`config.mk`:
```
export PLATFORM = sky130hd
export DESIGN_NAME = tcw_queue
export DESIGN_NICKNAME = d
export VERILOG_FILES = /design/src/hw/rtl/tcw_pkg.sv /design/src/hw/rtl/tcw_queue.sv
export SDC_FILE = /design/constraint.sdc
export NUM_CORES = 1
export LEC_CHECK = 0
export ABC_AREA = 1
export BUFFER_PORTS_ARGS = -buffer_cell sky130_fd_sc_hd__buf_4
export CORE_UTILIZATION = 54
export CTS_CLUSTER_DIAMETER = 60
export DETAILED_ROUTE_END_ITERATION = 8
export GPL_TIMING_DRIVEN = 1
export PLACE_DENSITY = 0.82
export SYNTH_ARGS = -nofsm -noshare
export SYNTH_HDL_FRONTEND = slang
export SYNTH_SLANG_ARGS = --single-unit
```
`constraint.sdc`:
```
create_clock -name i_clk -period 3 [get_ports i_clk]
set_clock_uncertainty 0.15 [all_clocks]
set_input_delay 0.3 -clock i_clk [delete_from_list [all_inputs] [get_ports i_clk]]
set_output_delay 0.3 -clock i_clk [all_outputs]
set_load 0.02 [all_outputs]
```
`src/hw/rtl/tcw_pkg.sv`:
```
`default_nettype none

package tcw_pkg;

    // Screen geometry
    localparam int COLUMNS = 80;
    localparam int ROWS    = 25;
    localparam int CELLS   = COLUMNS * ROWS;

    // Field widths
    localparam int COL_W  = 7;
    localparam int ROW_W  = 5;
    localparam int ADDR_W = 11;
    localparam int CNT_W  = $clog2(CELLS + 1);
    localparam int CELL_W = 16;
    localparam int CHAR_W = 8;
    localparam int ATTR_W = 8;
    localparam int MODE_W = 2;

    // Mode codes
    localparam logic [MODE_W-1:0] MODE_PUT   = 2'd0;
    localparam logic [MODE_W-1:0] MODE_CLEAR = 2'd1;
    localparam logic [MODE_W-1:0] MODE_READ  = 2'd2;

    // Control characters
    localparam logic [CHAR_W-1:0] CH_BS    = 8'h08;
    localparam logic [CHAR_W-1:0] CH_TAB   = 8'h09;
    localparam logic [CHAR_W-1:0] CH_LF    = 8'h0A;
    localparam logic [CHAR_W-1:0] CH_CR    = 8'h0D;
    localparam logic [CHAR_W-1:0] CH_SPACE = 8'h20;

    // Register map
    localparam logic [0:0]        REG_TEXT_ATTR = 1'b0;
    localparam logic [ATTR_W-1:0] ATTR_RESET    = 8'h0F;
    localparam logic [CELL_W-1:0] BLANK_RESET   = {ATTR_RESET, CH_SPACE};

    // Classified operation handed from front to back
    typedef enum logic [2:0] {
        OP_NOP,
        OP_PRINT,
        OP_BS,
        OP_TAB,
        OP_CR,
        OP_LF,
        OP_CLEAR,
        OP_READ
    } t_op_kind;

    typedef struct packed {
        t_op_kind          kind;
        logic [CHAR_W-1:0] char_code;
        logic [ADDR_W-1:0] cell_index;
    } t_op;

    typedef struct packed {
        logic sweeping;
    } t_back_stat;

    // Linear cell address of a row/column pair
    function automatic logic [ADDR_W-1:0] cell_loc(logic [ROW_W-1:0] row,
                                                   logic [COL_W-1:0] col);
        return ADDR_W'(row) * ADDR_W'(COLUMNS) + ADDR_W'(col);
    endfunction

endpackage

`default_nettype wire

```
`src/hw/rtl/tcw_queue.sv`:
```
`default_nettype none

module tcw_queue (
    input  wire logic         i_clk,
    input  wire logic         i_rst_n,
    input  wire logic         i_push,
    input  wire tcw_pkg::t_op i_op,
    input  wire logic         i_pop,
    output logic              o_valid,
    output tcw_pkg::t_op      o_op,
    output logic              o_full
);
    import tcw_pkg::*;

    t_op        r_slot [2];
    logic       r_wp;
    logic       r_rp;
    logic [1:0] r_cnt;

    // Two-entry FIFO of classified operations
    always_ff @(posedge i_clk) begin
        if (!i_rst_n) begin
            r_wp  <= 1'b0;
            r_rp  <= 1'b0;
            r_cnt <= 2'd0;
        end else begin
            if (i_push) begin
                r_wp <= ~r_wp;
            end
            if (i_pop) begin
                r_rp <= ~r_rp;
            end
            r_cnt <= r_cnt + {1'b0, i_push} - {1'b0, i_pop};
        end
    end

    always_ff @(posedge i_clk) begin
        if (i_push) begin
            r_slot[r_wp] <= i_op;
        end
    end

    assign o_valid = (r_cnt != 2'd0);
    assign o_full  = (r_cnt == 2'd2);
    assign o_op    = r_slot[r_rp];

endmodule

`default_nettype wire

```
==> flow_summary.toml <==
[timing]
finalHoldViolCount = 0
slew_viol_final = 0
period_needed_ns = 2.240
grt_setup_unrepaired = "no"
max_freq_ghz = 0.4464
finalSetupViolCount = 0
finalCritPeriodShare_pct = 74.67
maxSlewHeadroom_pct = 42.37
worst_slew_pin_slew_ns = 0.8635
setup_tns_ns = 0

[critical_path]
crit_type = "reg2out"
crit_path_end_kind = "primary output"
crit_path_start_kind = "flip-flop"
crit_fanout = 12
critPathArrivalTime_ns = 1.79
cp.required_ns = 2.55

[layout]
layout.nets = 208
utilization_pct = 80.36
final_cell_mix = "buf_4 (51), edfxtp_1 (44), dlygate4sd3_1 (23)"
drive_above_1_share_pct = 43.65
n_antenna_cell = 0
syn_to_final_growth_pct = 38.36
final_common_cell = "buf_4"

[clock_tree]
clkSlewWorstSetupHoldPaths_ns = 0.12
cts.sinks = 49
tritoncts = "built"
cts.htree.levels = 2
cts_buffer_depth = 2
numCtsBuffers = 5
clock_latency_ns = 0.34
clockRootBuffer = "clkbuf_4"
cts_setup_buffers = 0
cts-resized-gates = 0

[logic_synthesis]
syn_area_sq_um = 1817
yosysSeqAreaShare_pct = 78.24
syn_inst = 101
ys_types = 10
syn_nets = 129
postSynthAreaPerCell_sq_um = 17.99
ys_ff_latch = 49
yosys_warnings = 0

[detailed_routing]
remaining_drc_errors = 0
routed_wl_mm = 3.099
wl_per_cell_microns = 13.77
dr.pass1.iters = 4
viasPerCell = 4.867
ant_nets = 0
via_count = 1095
drt_iter0_drc = 22

[pwr]
combPwrFrac_pct = 17.6
p_sw_w = 0.0003055
ir_drop_mv = 0.3563
power.leakage_nw = 1.003
intPower_w = 0.0009941
seqPwrFrac_pct = 61.6
clkPwrFrac_pct = 20.8
swShare_pct = 23.51
p_per_area_nw_per_um2 = 517.0

[die]
dieHeight_microns = 60
die_w_microns = 60
dieArea_sq_um = 3600
coreArea_sq_um = 3128
start_util_pct = 58.08
io_pins = 50
rows = 20

[grt]
globalRouteTotalUtil_pct = 19.01
grt_max_degree = 23
grt_pass1_vias = 1101
overflow = 0
grt_pass1_wl_mm = 4.705
antenna_found_initial = 0

[run]
maxCapViolCount = 0

[placement]
hpwlAfterDp_mm = 1.964
io_buffers = 49
place_congestion = 0.6386

[outcome]
status = "complete, no violations"

[worst_hold_path]
hp-class = "in2reg"
==> cell usage after synthesis <==
| library cell | instances | area share, % |
|---|---|---|
| nand3_1 | 1 | 0.28 |
| buf_6 | 2 | 1.2 |
| a21oi_1 | 1 | 0.28 |
| dfxtp_1 | 5 | 5.5 |
| nand2_1 | 9 | 1.9 |
| edfxtp_1 | 44 | 73 |
| inv_1 | 7 | 1.4 |
| nor2_1 | 8 | 1.7 |
| mux2_2 | 22 | 14 |
| ha_1 | 2 | 1.4 |
==> critical path, cell delays in order (launching register included) <==
cell and delay [ns]:
dfxtp_1 0.62, buf_4 0.30, mux2_2 0.36, buf_4 0.16
==> layout make-up <==
cell class,instances,area (sq um)
inverter,7,26.28
sequential,49,1421
tap,44,55.05
clock buffer,7,45.04
fill,190,614.3
timing repair buffer,74,613.1
clock inverter,1,3.754
multi-input combinational,43,349.1
==> registers in the layout, indices dropped and copies added (netlist names), named ones only <==
signal and count:
r_rp 1, r_slot 44, r_cnt 2, r_wp 1
==> through the flow <==
step / hold slack [ns] / total power (W) / setup WS, ns / std cells / area (sq um)
floorplan: 0.2435 / 0.0009270 / 1.177 / 101 / 1817
detailed placement: 0.3374 / 0.001020 / 1.128 / 194 / 2235
CTS: 0.03837 / 0.001307 / 0.7268 / 225 / 2514
finish: 0.05986 / 0.001300 / 0.7598 / 225 / 2514
global route: 0.06945 / 0.001356 / 0.6643 / 225 / 2514
global placement: 0.3266 / 0.001012 / 1.167 / 194 / 2235
==> worst paths after layout <==
kind,startpoint,to,slack (ns),depth (start not counted)
hold reg to reg,r_rp,r_rp,0.38,2
hold / removal,i_pop,r_rp,0.06,3
setup / recovery,flip-flop,o_op[1],0.76,3
setup reg to reg,r_wp,r_slot[1][21],1.39,2
==> cell families (layout without fill, tap and decap cells) <==
family          count (synthesis)  in the layout  synth area share, %
fa+ha+maj                       2              2                1.377
flops                          49             49                78.24
mux                            22             22                13.64
compound gates                  1              1               0.2752
buf+inv                         9             89                2.686
simple gates                   18             18                3.788
==> routing by layer <==
layer / global-route usage (%) / wire, microns / vias up
li1: - / - / 523
met3: 4.545 / 154 / 8
met4: 8.970 / 54 / 0
met2: 35.08 / 1704 / 40
met1: 20.18 / 1186 / 524
met5: 0 / 0 / -
==> power by group through the flow <==
stage | clock network, W | logic [W] | registers [W]
2_1_floorplan | 0 | 0.000117 | 0.000810
3_3_place_gp | 0 | 0.000198 | 0.000814
3_5_place_dp | 0 | 0.000204 | 0.000816
4_1_cts | 0.000278 | 0.000228 | 0.000800
5_1_grt | 0.000306 | 0.000246 | 0.000804
6_report | 0.000270 | 0.000229 | 0.000800
==> repair_timing <==
item                                    CTS  global route
endpoints found under the setup margin    0             0
hold endpoints to repair                 45             0
hold buffers                             23             0
(Power assumes the default switching activity.)
