`src/hw/rtl/tcw_pkg.sv`:
```
`default_nettype none

package tcw_pkg;

    // Screen geometry
    localparam int COLUMNS = 80;
    localparam int ROWS    = 25;
    localparam int CELLS   = COLUMNS * ROWS;

    // Field widths
    localparam int COL_W  = 7;
    localparam int ROW_W  = 5;
    localparam int ADDR_W = 11;
    localparam int CNT_W  = $clog2(CELLS + 1);
    localparam int CELL_W = 16;
    localparam int CHAR_W = 8;
    localparam int ATTR_W = 8;
    localparam int MODE_W = 2;

    // Mode codes
    localparam logic [MODE_W-1:0] MODE_PUT   = 2'd0;
    localparam logic [MODE_W-1:0] MODE_CLEAR = 2'd1;
    localparam logic [MODE_W-1:0] MODE_READ  = 2'd2;

    // Control characters
    localparam logic [CHAR_W-1:0] CH_BS    = 8'h08;
    localparam logic [CHAR_W-1:0] CH_TAB   = 8'h09;
    localparam logic [CHAR_W-1:0] CH_LF    = 8'h0A;
    localparam logic [CHAR_W-1:0] CH_CR    = 8'h0D;
    localparam logic [CHAR_W-1:0] CH_SPACE = 8'h20;

    // Register map
    localparam logic [0:0]        REG_TEXT_ATTR = 1'b0;
    localparam logic [ATTR_W-1:0] ATTR_RESET    = 8'h0F;
    localparam logic [CELL_W-1:0] BLANK_RESET   = {ATTR_RESET, CH_SPACE};

    // Classified operation handed from front to back
    typedef enum logic [2:0] {
        OP_NOP,
        OP_PRINT,
        OP_BS,
        OP_TAB,
        OP_CR,
        OP_LF,
        OP_CLEAR,
        OP_READ
    } t_op_kind;

    typedef struct packed {
        t_op_kind          kind;
        logic [CHAR_W-1:0] char_code;
        logic [ADDR_W-1:0] cell_index;
    } t_op;

    typedef struct packed {
        logic sweeping;
    } t_back_stat;

    // Linear cell address of a row/column pair
    function automatic logic [ADDR_W-1:0] cell_loc(logic [ROW_W-1:0] row,
                                                   logic [COL_W-1:0] col);
        return ADDR_W'(row) * ADDR_W'(COLUMNS) + ADDR_W'(col);
    endfunction

endpackage

`default_nettype wire

```
`src/hw/rtl/tcw_front.sv`:
```
`default_nettype none

module tcw_front (
    input  wire logic                        i_clk,
    input  wire logic                        i_rst_n,
    // request channel
    input  wire logic                        start,
    output logic                             busy,
    input  wire logic [tcw_pkg::MODE_W-1:0]  i_mode,
    input  wire logic [tcw_pkg::CHAR_W-1:0]  i_char_code,
    input  wire logic [tcw_pkg::ADDR_W-1:0]  i_cell_index,
    // register port
    input  wire logic                        psel,
    input  wire logic                        penable,
    input  wire logic                        pwrite,
    input  wire logic [2:0]                  paddr,
    input  wire logic [31:0]                 pwdata,
    output logic      [31:0]                 prdata,
    output logic                             pready,
    // to queue / back
    input  wire logic                        i_q_full,
    input  wire tcw_pkg::t_back_stat         i_back_stat,
    output logic                             o_push,
    output tcw_pkg::t_op                     o_op,
    output logic      [tcw_pkg::ATTR_W-1:0]  o_attr
);
    import tcw_pkg::*;

    logic [ATTR_W-1:0] r_attr;
    logic              cfg_wr;

    // Attribute register
    assign pready = 1'b1;
    assign cfg_wr = psel & penable & pwrite & (paddr[2:2] == REG_TEXT_ATTR);

    always_ff @(posedge i_clk) begin
        if (!i_rst_n) begin
            r_attr <= ATTR_RESET;
        end else if (cfg_wr) begin
            r_attr <= pwdata[ATTR_W-1:0];
        end
    end

    assign prdata = (paddr[2:2] == REG_TEXT_ATTR) ? {24'd0, r_attr} : 32'd0;
    assign o_attr = r_attr;

    // Hold off requests while the queue is full or the power-up sweep runs
    assign busy   = i_q_full | i_back_stat.sweeping;
    assign o_push = start & ~busy;

    // Classify the request
    always_comb begin
        o_op.kind       = OP_NOP;
        o_op.char_code  = i_char_code;
        o_op.cell_index = i_cell_index;
        case (i_mode)
            MODE_PUT: begin
                case (i_char_code)
                    CH_BS:   o_op.kind = OP_BS;
                    CH_TAB:  o_op.kind = OP_TAB;
                    CH_CR:   o_op.kind = OP_CR;
                    CH_LF:   o_op.kind = OP_LF;
                    default: begin
                        // printable range is 0x20..0x7F
                        if (!i_char_code[7] && (i_char_code[6:5] != 2'b00)) begin
                            o_op.kind = OP_PRINT;
                        end
                    end
                endcase
            end
            MODE_CLEAR: o_op.kind = OP_CLEAR;
            MODE_READ: begin
                // out-of-range reads return zero, same as a no-op
                if (i_cell_index < ADDR_W'(CELLS)) begin
                    o_op.kind = OP_READ;
                end
            end
            default: o_op.kind = OP_NOP;
        endcase
    end

endmodule

`default_nettype wire

```
`config.mk`:
```
export PLATFORM = sky130hd
export DESIGN_NAME = tcw_front
export DESIGN_NICKNAME = d
export VERILOG_FILES = /design/src/hw/rtl/tcw_pkg.sv /design/src/hw/rtl/tcw_front.sv
export SDC_FILE = /design/constraint.sdc
export NUM_CORES = 1
export LEC_CHECK = 0
export BUFFER_PORTS_ARGS = -buffer_cell sky130_fd_sc_hd__buf_2
export CORE_UTILIZATION = 30
export DETAILED_ROUTE_END_ITERATION = 16
export GPL_TIMING_DRIVEN = 0
export PLACE_DENSITY = 0.91
export SYNTH_ARGS = -nofsm -noshare
export SYNTH_HDL_FRONTEND = slang
export SYNTH_SLANG_ARGS = --single-unit
```
`constraint.sdc`:
```
create_clock -name i_clk -period 0.82 [get_ports i_clk]
set_input_delay 0.164 -clock i_clk [delete_from_list [all_inputs] [get_ports i_clk]]
set_output_delay 0.164 -clock i_clk [all_outputs]
set_load 0.03 [all_outputs]
```
==> reports/metrics.cfg <==
[synth]
synthesis.instances = 111
syn_area_um2 = 875
synth_top_area_cell = buf_4
synth.area.top_cells = buf_4 38%, dfxtp_1 18%, and2b_2 8.0%, nand2_1 6.9%, a21boi_2 5.2%
ys.flop_type = dfxtp_1
synth_edf_count = 0
synth_top_cell_area_share = 0.378
synth.distinct_cells = 26
syn_avg_cell_area_um2 = 7.88
async_flop_share = 0
synth-seq-cells = 8
ys_seq_area_frac = 0.183
synth_warnings = 0

[die]
ios = 129
initial_utilization = 0.317
design.core.area_um2 = 2760
die_area_um2 = 3140
fp.dieH_um = 56.0
fp-row-count = 19
die_w_um = 56.0

[power]
total_power_mw = 1.68
powerDensity_nw_per_um2 = 925
p_int_uw = 992
p_comb_frac = 0.593
sw_frac_of_total = 0.411
p_sw_uw = 692
vdd_ir_drop_max_v = 0.000785
clock_power_share = 0.175
p_seq_frac = 0.233
p_leak_nw = 0.974

[placed_design]
gp_congestion = 0.708
postPlaceCellArea_um2 = 1480
port_buffers = 73
dp_hpwl_mm = 1.82
dp.cells = 238
dp_slack_ns = -0.484

[status]
violations = setup timing
outcome = finished with violations

[worst_setup_path]
r2r_setup_slack_ns = 0.03
reg2reg_depth = 4
critical_path_required_ns = 0.66
reg2reg_to = o_attr[4]$_SDFFE_PN0P_
worstPathArrival_ns = 0.98
cp_max_fo = 3
critical_path.endpoint = o_op[21]
reg2reg_from = o_attr[4]$_SDFFE_PN0P_
critical_path.startpoint = i_char_code[5]
start_kind = input port
path_class = input port to output pin
cp-end-kind = output pin

[global_route]
grt_usage = 0.157
grt_overflow = 0
grt_pass1_vias = 888
antenna_found_initial = 0
grt_max_degree = 11
grt_pass1_wl_mm = 3.91

[layout]
seqCellArea_um2 = 190
largest_reg_flops = 8
fin_area_um2 = 1820
final_cell_mix = 50 x buf_4, 42 x buf_2, 35 x buf_6, 25 x conb_1, 14 x nand2_1
fin_nets = 287
area_delta_synth_final_pct = 108
multi_input_area_um2 = 556
antennaDiodeCount = 0
final_common_cell = buf_4
layout-drive-gt1-share = 0.756
post-route-util = 0.660
finalNonFillerCells = 252
fillers = 215

[clocking]
clockRootBuffer = clkbuf_4
insertion_delay_ns = 0.25
cts_sinks = 8
cts_hold_buffers = 0
cts_max_level = 1
cts_buffers = 3
cts.path.max_buffers = 2
cts_tree = yes
clk_pin_slew_ns = 0.05

[detailed_routing]
ant_nets = 0
vias = 1040
first_pass_iters = 2
wl_per_cell_um = 10.9
vias_per_cell = 4.13
drc_errors = 0
wirelength_mm = 2.75
drtIter0Drc = 29

[sta]
holdWs_ns = 0.118
worst_slack_ns = -0.327
rsz0062_at_grt = yes
min_period_ns = 1.15
skew_ns = 0
final_hold_viol_count = 0
finalSetupTns_ns = -4.20
maxSlewViolCount = 0
fmax_ghz = 0.871
timing.final.crit_share = 1.40
finalSetupViolCount = 20

[flow_run]
maxCapViolCount = 0

[min_path]
hp-class = input port to flip-flop

power groups by stage:
stage | logic, mW | clock network (mW) | registers, mW
after floorplan | 0.613 | 0 | 0.419
after global placement | 0.844 | 0 | 0.396
after detailed placement | 0.854 | 0 | 0.397
after CTS | 0.954 | 0.313 | 0.391
after global routing | 1.05 | 0.335 | 0.392
final | 0.999 | 0.294 | 0.392
cell families after synthesis:
kind of cell,synth area share
xor+xnor,0.0200
buf+inv,0.395
simple gates,0.288
other cells,0.00859
flops,0.183
compound gates,0.106
how the worst min path moves through the flow:
stage                   start                     end  slack [ns]  depth (start not counted)
floorplan             i_rst_n  o_attr[0]$_SDFFE_PN1P_        0.24                          1
global placement    pwdata[0]  o_attr[0]$_SDFFE_PN1P_        0.37                          3
global route        pwdata[2]  o_attr[2]$_SDFFE_PN1P_        0.13                          3
finish              pwdata[0]  o_attr[0]$_SDFFE_PN1P_        0.12                          3
detailed placement  pwdata[0]  o_attr[0]$_SDFFE_PN1P_        0.38                          3
CTS                 pwdata[0]  o_attr[0]$_SDFFE_PN1P_        0.11                          3
per-layer routing:
metal	wire length (um)	vias up	GRT usage
met5	0	-	0
li1	-	515	-
met4	55	0	0.0627
met3	214	6	0.0233
met1	884	454	0.154
met2	1600	65	0.320
cells in the mapped netlist (all sizes together) (2+ instances only):
cell / count
buf: 45
nand2: 16
and2b: 8
dfxtp: 8
nand3: 5
a21boi: 4
nor2: 3
conb: 2
nand4b: 2
nor3: 2
o21ai: 2
xor2: 2
final cells by class:
class / count / share of cell area
repair buffers: 84 / 0.367
multi-input cells: 80 / 0.305
plain buffers: 45 / 0.188
flip-flops and latches: 8 / 0.104
well taps: 31 / 0.0213
clock buffers: 3 / 0.0124
inverters: 1 / 0.00206
critical path: stages:
cell,delay (ns)
buf_8,0.10
nor3_4,0.18
nand3_2,0.12
buf_4,0.16
o21ai_4,0.11
buf_6,0.14
what timing repair did:
item                       4_1_cts  5_1_grt
pin swaps                       10        7
setup buffers                    7        4
resized for setup               55       14
setup endpoints to repair       21       23
No activity file was read; power rests on OpenSTA's default activity.
